$ cat src/rtl/assert_macros.svh
// Assertion macros for the RTL files that carry concurrent checks.
`ifndef ASSERT_MACROS_SVH
`define ASSERT_MACROS_SVH

// Check that a condition implies another in the same cycle.
`define ASSERT_IMPLIES(label, ante, cons, msg) \
    label: assert property (@(posedge clk) disable iff (!rst_n) (ante) |-> (cons)) \
        else $error(msg);

// Check that a condition implies another in the following cycle.
`define ASSERT_NEXT(label, ante, cons, msg) \
    label: assert property (@(posedge clk) disable iff (!rst_n) (ante) |=> (cons)) \
        else $error(msg);

`endif

$ cat src/rtl/blt_pkg.sv
// Types, constants and the sine ROM builder for the brake light detector.
`timescale 1ns / 1ps

package blt_pkg;

    // Field and state widths
    localparam int ACCEL_WIDTH  = 16;
    localparam int AVG_W        = ACCEL_WIDTH + 5;
    localparam int SINE_ENTRIES = 256;
    localparam int SINE_AW      = $clog2(SINE_ENTRIES);
    localparam int CFG_IDX_W    = 3;
    localparam int CFG_DATA_W   = 32;

    // Polynomial coefficients in Q2.30
    localparam longint Q30 = 64'sd1073741824;
    localparam longint C1  = 64'sd1686629713;
    localparam longint C3  = 64'sd693598667;
    localparam longint C5  = 64'sd85569306;
    localparam longint C7  = 64'sd5026996;

    // Configuration register indexes
    typedef enum logic [CFG_IDX_W-1:0] {
        REG_MODE,
        REG_TRIP_LEVEL,
        REG_HOLD_MS,
        REG_GLOW_FLOOR,
        REG_GLOW_PEAK,
        REG_BREATH_STEP,
        REG_FADE_IN_RATE,
        REG_FADE_OUT_RATE
    } blt_reg_t;

    // Datapath operations issued by the sequencer
    typedef enum logic [2:0] {
        OP_ACCEPT,
        OP_BRAKE,
        OP_MULB,
        OP_TGT,
        OP_MULF,
        OP_FIN
    } blt_op_t;

    typedef struct packed {
        blt_op_t op;
        logic    fire;
    } blt_ctl_t;

    typedef struct packed {
        logic out_busy;
        logic breath;
    } blt_dp_stat_t;

    typedef struct packed {
        logic        mode;
        logic [14:0] trip_level;
        logic [31:0] hold_ms;
        logic [15:0] glow_floor;
        logic [15:0] glow_peak;
        logic [15:0] breath_step;
        logic [15:0] fade_in_rate;
        logic [14:0] fade_out_rate;
    } blt_cfg_t;

    typedef struct packed {
        logic signed [ACCEL_WIDTH-1:0] accel_z;
        logic        [31:0]            time_ms;
    } blt_in_t;

    typedef struct packed {
        logic [15:0] level;
        logic [7:0]  red_level;
        logic        is_braking;
    } blt_out_t;

    typedef logic [15:0] sine_rom_t [SINE_ENTRIES];

    // Evaluate (sin+1)/2 in Q0.16 for a 16-bit turn fraction
    function automatic logic [15:0] sine_value(input logic [15:0] turn);
        logic [1:0] quad;
        longint     r;
        longint     u;
        longint     u2;
        longint     p;
        longint     s;
        quad = turn[15:14];
        r    = longint'(turn[13:0]);
        if (quad == 2'd1 || quad == 2'd3)
        begin
            r = 64'sd16384 - r;
        end
        u  = r <<< 16;
        u2 = (u * u) / Q30;
        p  = -C7;
        p  = C5 + (p * u2) / Q30;
        p  = -C3 + (p * u2) / Q30;
        p  = C1 + (p * u2) / Q30;
        s  = (p * u) / Q30;
        if (quad[1])
        begin
            s = -s;
        end
        s = (s + Q30) / 64'sd32768;
        if (s < 0)
        begin
            s = 0;
        end
        if (s > 64'sd65535)
        begin
            s = 64'sd65535;
        end
        return s[15:0];
    endfunction

    // Build the breathing ROM, one entry per address step of the phase
    function automatic sine_rom_t build_sine_rom();
        sine_rom_t rom;
        logic [15:0] turn;
        for (int i = 0; i < SINE_ENTRIES; i++)
        begin
            turn   = 16'(i << (16 - SINE_AW));
            rom[i] = sine_value(turn);
        end
        return rom;
    endfunction

endpackage

$ cat src/rtl/blt_seq.sv
// Microcode sequencer: step counter, control ROM and conditional jumps.
`timescale 1ns / 1ps

module blt_seq
    import blt_pkg::*;
(
    input  logic         clk,
    input  logic         rst_n,
    input  logic         in_valid,
    input  blt_dp_stat_t stat,
    output blt_ctl_t     ctl
);

    localparam int STEP_W = 3;

    localparam logic [STEP_W-1:0] STEP_ACCEPT = 3'd0;
    localparam logic [STEP_W-1:0] STEP_FADE   = 3'd4;

    typedef enum logic [1:0] {
        COND_NEXT,
        COND_WAIT_IN,
        COND_SKIP_BREATH,
        COND_WAIT_OUT
    } cond_t;

    typedef struct packed {
        blt_op_t           op;
        cond_t             cond;
        logic [STEP_W-1:0] jump;
    } uword_t;

    // Control program, one word per step
    function automatic uword_t ucode(input logic [STEP_W-1:0] step);
        uword_t w;
        case (step)
            3'd0:    w = '{op: OP_ACCEPT, cond: COND_WAIT_IN,     jump: STEP_ACCEPT};
            3'd1:    w = '{op: OP_BRAKE,  cond: COND_SKIP_BREATH, jump: STEP_FADE};
            3'd2:    w = '{op: OP_MULB,   cond: COND_NEXT,        jump: STEP_ACCEPT};
            3'd3:    w = '{op: OP_TGT,    cond: COND_NEXT,        jump: STEP_ACCEPT};
            3'd4:    w = '{op: OP_MULF,   cond: COND_NEXT,        jump: STEP_ACCEPT};
            3'd5:    w = '{op: OP_FIN,    cond: COND_WAIT_OUT,    jump: STEP_ACCEPT};
            default: w = '{op: OP_ACCEPT, cond: COND_WAIT_IN,     jump: STEP_ACCEPT};
        endcase
        return w;
    endfunction

    logic [STEP_W-1:0] step_reg;
    logic [STEP_W-1:0] step_next;
    uword_t            word;
    logic              fire;

    // Decode the current word and pick the next step
    always_comb
    begin
        word      = ucode(step_reg);
        fire      = 1'b1;
        step_next = step_reg + 3'd1;
        case (word.cond)
            COND_WAIT_IN:
            begin
                fire      = in_valid;
                step_next = in_valid ? step_reg + 3'd1 : step_reg;
            end
            COND_SKIP_BREATH:
            begin
                step_next = stat.breath ? step_reg + 3'd1 : word.jump;
            end
            COND_WAIT_OUT:
            begin
                fire      = !stat.out_busy;
                step_next = stat.out_busy ? step_reg : word.jump;
            end
            default:
            begin
                step_next = step_reg + 3'd1;
            end
        endcase
    end

    // Advance the step counter
    always_ff @(posedge clk or negedge rst_n)
    begin
        if (!rst_n)
        begin
            step_reg <= STEP_ACCEPT;
        end
        else
        begin
            step_reg <= step_next;
        end
    end

    assign ctl.op   = word.op;
    assign ctl.fire = fire;

endmodule

$ cat src/rtl/blt_datapath.sv
// Datapath: brake state, average, phase, shared multiplier and result register.
`timescale 1ns / 1ps

module blt_datapath
    import blt_pkg::*;
(
    input  logic         clk,
    input  logic         rst_n,
    input  blt_ctl_t     ctl,
    input  blt_cfg_t     cfg,
    input  blt_in_t      sample,
    input  logic         result_stall,
    output blt_dp_stat_t stat,
    output logic         result_valid,
    output blt_out_t     result
);

    localparam sine_rom_t SINE_ROM = build_sine_rom();

    // Truncate a Q16 product toward zero
    function automatic logic signed [17:0] q16_trunc(input logic signed [33:0] p);
        logic signed [17:0] hi;
        hi = p[33:16];
        if (p[33] && (p[15:0] != 16'd0))
        begin
            hi = hi + 18'sd1;
        end
        return hi;
    endfunction

    // State
    logic signed [AVG_W-1:0] avg_reg;
    logic                    brake_reg;
    logic [31:0]             last_reg;
    logic [15:0]             phase_reg;
    logic [15:0]             glow_reg;
    logic                    result_valid_reg;

    // Working registers
    logic signed [ACCEL_WIDTH-1:0] accel_reg;
    logic [31:0]                   time_reg;
    logic [15:0]                   sine_reg;
    logic [15:0]                   target_reg;
    logic [15:0]                   rate_reg;
    logic signed [33:0]            prod_reg;
    blt_out_t                      result_reg;

    logic signed [AVG_W:0]   avg_sum;
    logic signed [AVG_W-1:0] avg_next;
    logic signed [AVG_W+1:0] dev;
    logic signed [AVG_W+1:0] dev_neg;
    logic [AVG_W:0]          dev_mag;
    logic [AVG_W:0]          thr_scaled;
    logic                    trig;
    logic [31:0]             elapsed;
    logic                    brake_next;
    logic [15:0]             phase_next;
    logic [16:0]             rate3;
    logic [15:0]             rate_breath;
    logic signed [16:0]      mul_a;
    logic signed [16:0]      mul_b;
    logic signed [33:0]      mul_p;
    logic signed [17:0]      q;
    logic signed [17:0]      tgt_sum;
    logic signed [17:0]      glow_sum;
    logic [15:0]             glow_clamp;
    logic [24:0]             red_sum;

    // Average update from the incoming sample: avg - floor(avg/32) + accel
    always_comb
    begin
        avg_sum  = (AVG_W+1)'(avg_reg) - (AVG_W+1)'(avg_reg >>> 5)
                 + (AVG_W+1)'(sample.accel_z);
        avg_next = avg_sum[AVG_W-1:0];
    end

    // Deviation test, hold timer and phase advance
    always_comb
    begin
        dev        = ((AVG_W+2)'(accel_reg) <<< 5) - (AVG_W+2)'(avg_reg);
        dev_neg    = -dev;
        dev_mag    = dev[AVG_W+1] ? dev_neg[AVG_W:0] : dev[AVG_W:0];
        thr_scaled = (AVG_W+1)'({cfg.trip_level, 5'b0});
        trig       = dev_mag > thr_scaled;
        elapsed    = time_reg - last_reg;
        brake_next = trig || (brake_reg && !(elapsed > cfg.hold_ms));
        phase_next = phase_reg + cfg.breath_step;
        rate3      = {1'b0, cfg.fade_out_rate, 1'b0} + 17'(cfg.fade_out_rate);
        rate_breath = rate3[16] ? 16'hFFFF : rate3[15:0];
    end

    // Shared multiplier operands
    always_comb
    begin
        if (ctl.op == OP_MULB)
        begin
            mul_a = $signed({1'b0, cfg.glow_peak}) - $signed({1'b0, cfg.glow_floor});
            mul_b = $signed({1'b0, sine_reg});
        end
        else
        begin
            mul_a = $signed({1'b0, target_reg}) - $signed({1'b0, glow_reg});
            mul_b = $signed({1'b0, rate_reg});
        end
        mul_p = mul_a * mul_b;
    end

    // Target from the breathing product, fade step, clamp and LED scale
    always_comb
    begin
        q        = q16_trunc(prod_reg);
        tgt_sum  = $signed({2'b0, cfg.glow_floor}) + q;
        glow_sum = $signed({2'b0, glow_reg}) + q;
        if (glow_sum[17])
        begin
            glow_clamp = 16'h0000;
        end
        else if (glow_sum[16])
        begin
            glow_clamp = 16'hFFFF;
        end
        else
        begin
            glow_clamp = glow_sum[15:0];
        end
        red_sum = {1'b0, glow_clamp, 8'b0} - 25'(glow_clamp) + 25'd255;
    end

    // Hold persistent state and the result valid flag
    always_ff @(posedge clk or negedge rst_n)
    begin
        if (!rst_n)
        begin
            avg_reg          <= '0;
            brake_reg        <= 1'b0;
            last_reg         <= '0;
            phase_reg        <= '0;
            glow_reg         <= '0;
            result_valid_reg <= 1'b0;
        end
        else
        begin
            if (ctl.fire && ctl.op == OP_ACCEPT && !brake_reg)
            begin
                avg_reg <= avg_next;
            end
            if (ctl.fire && ctl.op == OP_BRAKE)
            begin
                brake_reg <= brake_next;
                phase_reg <= phase_next;
                if (trig)
                begin
                    last_reg <= time_reg;
                end
            end
            if (ctl.fire && ctl.op == OP_FIN)
            begin
                glow_reg         <= glow_clamp;
                result_valid_reg <= 1'b1;
            end
            else if (!result_stall)
            begin
                result_valid_reg <= 1'b0;
            end
        end
    end

    // Load working registers for each step
    always_ff @(posedge clk)
    begin
        if (ctl.fire)
        begin
            case (ctl.op)
                OP_ACCEPT:
                begin
                    accel_reg <= sample.accel_z;
                    time_reg  <= sample.time_ms;
                end
                OP_BRAKE:
                begin
                    sine_reg <= SINE_ROM[phase_next[15 -: SINE_AW]];
                    if (brake_next)
                    begin
                        target_reg <= 16'hFFFF;
                        rate_reg   <= cfg.fade_in_rate;
                    end
                    else if (!cfg.mode)
                    begin
                        target_reg <= 16'h0000;
                        rate_reg   <= {1'b0, cfg.fade_out_rate};
                    end
                    else
                    begin
                        rate_reg <= rate_breath;
                    end
                end
                OP_MULB, OP_MULF:
                begin
                    prod_reg <= mul_p;
                end
                OP_TGT:
                begin
                    target_reg <= tgt_sum[15:0];
                end
                OP_FIN:
                begin
                    result_reg.level      <= glow_clamp;
                    result_reg.red_level  <= red_sum[23:16];
                    result_reg.is_braking <= brake_reg;
                end
                default:
                begin
                    prod_reg <= prod_reg;
                end
            endcase
        end
    end

    assign stat.out_busy = result_valid_reg && result_stall;
    assign stat.breath   = cfg.mode && !brake_next;
    assign result_valid  = result_valid_reg;
    assign result        = result_reg;

endmodule

$ cat src/rtl/brake_light_detector.sv
// Top level: configuration registers, sequencer and datapath of the brake light detector.
//
//  channel  | direction | handshake           | contents
//  ---------+-----------+---------------------+-------------------------------------
//  sample   | in        | sample_valid/stall  | accel_z (Q5.10 signed), time_ms
//  result   | out       | result_valid/stall  | level (Q0.16), red_level, is_braking
//  cfg      | in        | cfg_valid/ready     | cfg_index, cfg_data (32 bits)
//
// A request runs the accept, brake, fade multiply and final steps, and in breathing mode
// also the breathing multiply and target steps, around the one shared 17x17 multiplier.
// A finished result waits in the output register; the next request is taken
// meanwhile, and only the final step waits while that register is still held.
// Reset is asynchronous, active low, loads register defaults and clears persistent state.
`timescale 1ns / 1ps

module brake_light_detector
    import blt_pkg::*;
(
    input  logic                  clk,
    input  logic                  rst_n,
    input  logic                  sample_valid,
    output logic                  sample_stall,
    input  blt_in_t               sample,
    output logic                  result_valid,
    input  logic                  result_stall,
    output blt_out_t              result,
    input  logic                  cfg_valid,
    output logic                  cfg_ready,
    input  logic [CFG_IDX_W-1:0]  cfg_index,
    input  logic [CFG_DATA_W-1:0] cfg_data
);

    blt_cfg_t     cfg_reg;
    blt_ctl_t     ctl;
    blt_dp_stat_t stat;

    // Write configuration registers
    always_ff @(posedge clk or negedge rst_n)
    begin
        if (!rst_n)
        begin
            cfg_reg.mode          <= 1'b0;
            cfg_reg.trip_level    <= 15'd512;
            cfg_reg.hold_ms       <= 32'd5000;
            cfg_reg.glow_floor    <= 16'd5140;
            cfg_reg.glow_peak     <= 16'd15420;
            cfg_reg.breath_step   <= 16'd219;
            cfg_reg.fade_in_rate  <= 16'd16384;
            cfg_reg.fade_out_rate <= 15'd983;
        end
        else if (cfg_valid && cfg_ready)
        begin
            case (blt_reg_t'(cfg_index))
                REG_MODE:          cfg_reg.mode          <= cfg_data[0];
                REG_TRIP_LEVEL:    cfg_reg.trip_level    <= cfg_data[14:0];
                REG_HOLD_MS:       cfg_reg.hold_ms       <= cfg_data[31:0];
                REG_GLOW_FLOOR:    cfg_reg.glow_floor    <= cfg_data[15:0];
                REG_GLOW_PEAK:     cfg_reg.glow_peak     <= cfg_data[15:0];
                REG_BREATH_STEP:   cfg_reg.breath_step   <= cfg_data[15:0];
                REG_FADE_IN_RATE:  cfg_reg.fade_in_rate  <= cfg_data[15:0];
                REG_FADE_OUT_RATE: cfg_reg.fade_out_rate <= cfg_data[14:0];
                default:           cfg_reg.mode          <= cfg_reg.mode;
            endcase
        end
    end

    assign cfg_ready    = 1'b1;
    assign sample_stall = (ctl.op != OP_ACCEPT);

    blt_seq u_seq (
        .clk      (clk),
        .rst_n    (rst_n),
        .in_valid (sample_valid),
        .stat     (stat),
        .ctl      (ctl)
    );

    blt_datapath u_datapath (
        .clk          (clk),
        .rst_n        (rst_n),
        .ctl          (ctl),
        .cfg          (cfg_reg),
        .sample       (sample),
        .result_stall (result_stall),
        .stat         (stat),
        .result_valid (result_valid),
        .result       (result)
    );

`include "assert_macros.svh"

    // An accepted request moves the program to the brake step
    `ASSERT_NEXT(a_accept_to_brake, sample_valid && !sample_stall, ctl.op == OP_BRAKE, "accept did not advance to brake step")
    // The final step loads the result and returns to accept
    `ASSERT_NEXT(a_finish_loads_result, ctl.op == OP_FIN && ctl.fire, result_valid && ctl.op == OP_ACCEPT, "final step did not load result")
    // A result appears only after the final step fired
    `ASSERT_IMPLIES(a_result_from_finish, $rose(result_valid), $past(ctl.op == OP_FIN && ctl.fire), "result valid without final step")

endmodule
$ cat config.mk
export PLATFORM = sky130hd
export DESIGN_NAME = brake_light_detector
export DESIGN_NICKNAME = d
export VERILOG_FILES = /design/src/rtl/blt_pkg.sv /design/src/rtl/blt_seq.sv /design/src/rtl/blt_datapath.sv /design/src/rtl/brake_light_detector.sv
export VERILOG_INCLUDE_DIRS = /design/src /design/src/rtl
export SDC_FILE = /design/constraint.sdc
export NUM_CORES = 2
export LEC_CHECK = 0
export BUFFER_PORTS_ARGS = -buffer_cell sky130_fd_sc_hd__clkbuf_2
export CAP_MARGIN = 20
export CORE_ASPECT_RATIO = 1.4
export CORE_MARGIN = 4
export CORE_UTILIZATION = 55
export DETAILED_ROUTE_END_ITERATION = 6
export PLACE_DENSITY = 0.73
export SETUP_SLACK_MARGIN = 0.5
export SKIP_CTS_REPAIR_TIMING = 1
export SLEW_MARGIN = 10
export SYNTH_ARGS = -nofsm -noshare
export SYNTH_HDL_FRONTEND = slang
export SYNTH_SLANG_ARGS = --single-unit
$ cat constraint.sdc
create_clock -name clk -period 8.5 [get_ports clk]
set_clock_uncertainty 0.05 [all_clocks]
set_input_delay 1.275 -clock clk [delete_from_list [all_inputs] [get_ports clk]]
set_output_delay 1.275 -clock clk [all_outputs]
set_load 0.1 [all_outputs]
### After elaboration in Yosys (flattened, before gate mapping)

Memory sizes are Yosys's and may differ from the RTL's. A register that Yosys moved wholly into a read port is not among the register bits.
Index checks and enable logic that the tools add are counted.

| word-level totals | value |
|---|---|
| memories | 1 |
| memory bits (read-only) | 4096 |
| output and inout port bits | 28 |
| input port bits | 88 |
| register bits | 356 |
| logic and storage cells | 121 |

Memory list:

| memory | words | bits a word | read ports | clocked after Yosys merged registers in | write ports | line | RTL |
|---|---|---|---|---|---|---|---|
| (no name shown) | 256 | 16 | 1 | 1 | 0 | blt_datapath.sv:181 | `sine_reg <= SINE_ROM[phase_next[15 -: SINE_AW]];` |

| cells by class | value |
|---|---|
| order comparisons | 2 |
| multiplexer cells | 20 |
| bitwise operators | 1 |
| multipliers | 1 |
| reductions and logical operators | 34 |
| add/sub/neg operators | 15 |
| eq/ne operators | 24 |

Operators by type and width:

| operator | count |
|---|---|
| two-way mux 16 bit | 8 |
| case mux 8 bit (5 select lines) | 1 |
| multiplier 17 x 17 -> 34 bit | 1 |
| subtractor 16 x 16 -> 17 bit | 2 |
| adder 16 bit | 2 |
| greater-than comparator 32 bit | 1 |
| case mux 16 bit (2 select lines) | 1 |
| subtractor 32 bit | 1 |
| AND reduction 2 bit | 14 |
| adder 24 x 8 -> 24 bit, second input constant | 1 |
| == test 3 bit, second input constant | 8 |
| subtractor 24 x 16 -> 24 bit | 1 |
| greater-than comparator 22 x 20 -> 1 bit | 1 |
| two-way mux 22 bit | 1 |
| negation 22 bit | 1 |
| subtractor 21 x 21 -> 22 bit | 1 |
| adder 21 x 16 -> 21 bit | 1 |
| subtractor 21 x 16 -> 21 bit | 1 |
| adder 17 x 18 -> 18 bit | 1 |
| adder 18 x 2 -> 18 bit, second input constant | 1 |
| == test 3 x 2 -> 1 bit, second input constant | 6 |
| two-way mux 18 bit | 1 |
| adder 16 x 15 -> 17 bit | 1 |
| two-way mux 17 bit | 1 |
| 21 further kinds | 39 |

### Logic depth before layout (Yosys ltp)

| logic depth | value |
|---|---|
| word-level depth | 9 |
| depth in mapped cells | 39 |
| gate-level depth less buffers | 38 |

### Cells and area by module

From an unflattened synthesis, not the netlist that was laid out.

| unflattened totals | value |
|---|---|
| cell total of the unflattened synthesis | 4461 |
| area, all modules | 40297.4 µm² |

Modules (own cells, without submodules):

| module | instances | cells an instance | area an instance (µm²) | sequential area each (µm²) |
|---|---|---|---|---|
| blt_datapath | 1 | 4138 | 34813.4 | 6831.6 |
| brake_light_detector | 1 | 281 | 5132.4 | 3219.3 |
| blt_seq | 1 | 42 | 351.6 | 75.1 |

### Least setup slack after synthesis

Ideal clock, no wire load.

| timing path | value |
|---|---|
| kind | register to register |
| start | register u_datapath.glow_reg[0] |
| end | register u_datapath.prod_reg[32], data pin |
| arrival | 8.650 ns |
| slack | -0.465 ns |
| period minus slack after synthesis | 8.965 ns |
| stages on the path, launching flop included | 34 |
| path buffers | 1 |
| setup time | 0.266 ns |
| required time | 8.184 ns |
| cells stage by stage | dfrtp_1 -> ha_1 -> fa_1 -> nor2b_1 -> o21ai_0 -> a21boi_0 -> o21ai_0 -> a21boi_0 -> o2111ai_1 -> a31oi_1 -> a31oi_1 -> o21a_1 -> or4_1 -> clkbuf_1 -> nand2_1 -> fa_1 -> fa_1 -> inv_1 -> fa_1 -> fa_1 -> fa_1 -> inv_1 -> fa_1 -> inv_1 -> ha_1 -> a21o_1 -> a21o_1 -> a21o_1 -> or4_1 -> a211oi_1 -> or4_1 -> nand3_1 -> o41ai_1 -> xnor2_1 |

| between the ends | value |
|---|---|
| cells in the longest elaborated chain, start to end | 3 |

RTL lines:

| element | line | RTL |
|---|---|---|
| start: declaration | blt_datapath.sv:36 | `logic [15:0] glow_reg;` |
| start signal: assignment | blt_datapath.sv:158 | `glow_reg <= glow_clamp;` |
| subtractor 16 x 16 -> 17 bit | blt_datapath.sv:102 | `mul_a = $signed({1'b0, target_reg}) - $signed({1'b0, glow_reg});` |
| two-way mux 17 bit | blt_datapath.sv:95 | `if (ctl.op == OP_MULB)` |
| multiplier 17 x 17 -> 34 bit | blt_datapath.sv:105 | `mul_p = mul_a * mul_b;` |
| named net u_datapath.mul_p[32] | blt_datapath.sv:62 | `logic signed [33:0] mul_p;` |
| end signal: assignment | blt_datapath.sv:199 | `prod_reg <= mul_p;` |
| end signal: assignment | blt_datapath.sv:213 | `prod_reg <= prod_reg;` |
| end: declaration | blt_datapath.sv:45 | `logic signed [33:0] prod_reg;` |

The timed path passes the listed nets, and every way through them passes these cells.
A chain may end at the register's enable or synchronous reset.

### Worst setup path in the final report

| timing path | value |
|---|---|
| start | register u_datapath.target_reg[0] |
| end | register u_datapath.prod_reg[30], data pin |

| between the ends | value |
|---|---|
| cells in the longest elaborated chain, start to end | 3 |

RTL lines:

| element | line | RTL |
|---|---|---|
| start: declaration | blt_datapath.sv:43 | `logic [15:0] target_reg;` |
| start signal: assignment | blt_datapath.sv:203 | `target_reg <= tgt_sum[15:0];` |
| subtractor 16 x 16 -> 17 bit | blt_datapath.sv:102 |  |
| two-way mux 17 bit | blt_datapath.sv:95 |  |
| multiplier 17 x 17 -> 34 bit | blt_datapath.sv:105 |  |
| named net u_datapath.mul_p[30] | blt_datapath.sv:62 |  |

The timed path passes the listed nets, and every way through them passes these cells.

==> impl_metrics.env <==
export IMPL_status="finished, violations left"
export IMPL_violations="DRC, setup timing"
export IMPL_place_congestion=1.07
export IMPL_fill_cells=6092
export IMPL_clock_sinks=372
export IMPL_worstSetupPathType="flop to flop"
export IMPL_clk_pin_slew_worst_paths_ps=60
export IMPL_synth_edf_count=155
export IMPL_synth_most_common_cell="inv_1"
export IMPL_placementRows=115
export IMPL_startpoint="u_datapath.target_reg[0]"
export IMPL_drv_slew=0
export IMPL_cts_tree="yes"
export IMPL_cts_buffer_depth=3
export IMPL_ys_seq_elements=372
export IMPL_cts_inserted_buffers=41
export IMPL_grt_usage=0.329
export IMPL_cp_common_cell="fa_1"
export IMPL_layout_setup_ws_ps=-219
export IMPL_reg2reg_slack_ps=-220
export IMPL_cp_required_ps=8780
export IMPL_hold_viol=0
export IMPL_routedWlPerCell_um=22.3
export IMPL_yosys_area_top_type_share=0.156
export IMPL_num_antenna_cells=0
export IMPL_drtIter0Drc=2881
export IMPL_largest_reg_flops=127
export IMPL_critPathMaxFanout=5
export IMPL_yosys_cell_types_count=83
export IMPL_dpl_hpwl_um=95700
export IMPL_wl_um=126000
export IMPL_fin_area_um2=44100
export IMPL_crit_path_end_kind="flop"
export IMPL_ios=116
export IMPL_final_setup_viol_count=4
export IMPL_routed_via_density=6.14
export IMPL_relSlewSlack=0.220
export IMPL_synth_seq_area_share=0.258
export IMPL_fp_dieArea_um2=75900
export IMPL_multi_input_area_um2=26600
export IMPL_crit_arrival_ps=9000
export IMPL_io_buffers=114
export IMPL_grt_overflow_total=0
export IMPL_fmax_mhz=115
export IMPL_drtAntennaViolNets=0
export IMPL_syn_cell_area_um2=39300
export IMPL_dr_pass1_iters=7
export IMPL_drive_gt1_frac=0.147
export IMPL_antenna_found_initial=2
export IMPL_core_um2=70500
export IMPL_synth_avg_cell_area_um2=8.80
export IMPL_cp_slowest_cell="or4_4"
export IMPL_root_buffer="clkbuf_16"
export IMPL_synthTopCellsByCount="632 x inv_1, 476 x nand2_1, 345 x ha_1, 345 x nor2_1, 306 x fa_1"
export IMPL_holdPathStages=2
export IMPL_min_from="u_datapath.phase_reg[7]"
export IMPL_rsz0062_at_grt="yes"
export IMPL_cts_max_level=2
export IMPL_synthCells=4468
export IMPL_max_stage_delay_ps=610
export IMPL_placed_area_um2=42100
export IMPL_num_vias=34500
export IMPL_min_period_ps=8720
export IMPL_whs_endpoint="u_datapath.phase_reg[7]"
export IMPL_clock_latency_ps=620
export IMPL_start_util=0.558
export IMPL_ys_warnings_count=0
export IMPL_hold_class="flop to flop"
export IMPL_regToRegEndpoint="u_datapath.prod_reg[30]"
export IMPL_yosysTopAreaCell="fa_1"
export IMPL_area_growth_pct=12.1
export IMPL_regArea_um2=10100
export IMPL_synth_ff_type="dfrtp_1"
export IMPL_r2r_start="u_datapath.target_reg[0]"
export IMPL_dieWidth_um=234
export IMPL_syn_num_nets=5207
export IMPL_synth_async_reset_ratio=0.583
export IMPL_maxCapViolCount=0
export IMPL_grt_pass1_vias=35800
export IMPL_final_nets=5391
export IMPL_grt_pass1_wl_um=195000
export IMPL_cp_start_kind="flop"
export IMPL_route_detailed_drc=10
export IMPL_grt_max_degree=104
export IMPL_worstMarginPinSlew_ps=1160
export IMPL_synthTopCellsByArea="fa_1 16%, edfxtp_1 12%, dfrtp_1 12%"
export IMPL_die_y_um=324
export IMPL_reg2reg_depth=35
export IMPL_fin_crit_sh=1.03
==> area by class of cell <==
class                   count  area share
multi-input cells        3270       0.604
flip-flops and latches    372       0.230
inverters                 635      0.0542
repair buffers            332      0.0532
well taps                 936      0.0266
clock buffers              47      0.0242
clock inverters            29     0.00829
==> how the worst max path moves through the flow <==
stage | cells after the start | to | slack, ps
5_1_grt | 33 | u_datapath.prod_reg[32] | -560
2_1_floorplan | 33 | u_datapath.prod_reg[30] | 100
4_1_cts | 32 | u_datapath.prod_reg[30] | -350
6_report | 35 | u_datapath.prod_reg[30] | -220
3_3_place_gp | 32 | u_datapath.prod_reg[30] | -130
3_5_place_dp | 32 | u_datapath.prod_reg[30] | -310
==> per-stage QoR <==
stage / setup TNS, ps / utilization / hold WS (ps) / cells / setup WS [ps]
after floorplan: 0 / - / 400 / 4468 / 97.8
after global placement: -160 / 0.598 / 415 / 5525 / -126
after detailed placement: -692 / 0.598 / 430 / 5526 / -308
after CTS: -974 / 0.618 / 445 / 5602 / -355
after global routing: -2770 / 0.625 / 462 / 5621 / -562
final: -537 / 0.625 / 442 / 5621 / -219
==> metal layers <==
metal	wire, um	global-route usage	vias to the layer above	share of wire
li1	-	-	15700	-
met1	42600	0.351	16700	0.34
met2	61800	0.564	1522	0.49
met3	8530	0.0580	630	0.068
met4	12600	0.263	0	0.10
met5	0	0	-	0
==> logic make-up (layout without fill, tap and decap cells) <==
logic type / count (synthesis) / count (layout) / synth area share
AOI/OAI and AO/OA: 1041 / 1041 / 0.169
other: 1 / 1 / 0.0000954
buffers and inverters: 826 / 1043 / 0.0792
DFF: 372 / 372 / 0.258
xor gates and xnor gates: 207 / 207 / 0.0461
and+or+nand+nor: 1203 / 1203 / 0.135
muxes: 167 / 167 / 0.0469
adders and majority gates: 651 / 651 / 0.266
==> placed cells by master, fill, tap and decap left out, types with 79 or more instances in the layout <==
| cell | count |
|---|---|
| nand2_1 | 469 |
| inv_1 | 625 |
| ha_1 | 336 |
| nand3_1 | 79 |
| buf_4 | 205 |
| xnor2_1 | 139 |
| nor2_1 | 340 |
| a21oi_1 | 227 |
| dfrtp_1 | 184 |
| edfxtp_1 | 155 |
| clkbuf_2 | 113 |
| fa_1 | 299 |
| o21ai_0 | 287 |
| nor3_1 | 86 |
| mux2_2 | 127 |
==> critical path: cells and delay by family (launching register included) <==
family,cells,cell delay (ps)
adder cells (fa/ha/maj),9,3610
AO/OA/AOI/OAI,13,2300
AND/OR/NAND/NOR,6,1520
buffers and inverters,6,490
flip-flops,1,330
XOR/XNOR,1,100
Power is left out: the tool's default activity adds up to more than one toggle a clock period on the data nets, which glitch-free logic cannot reach.
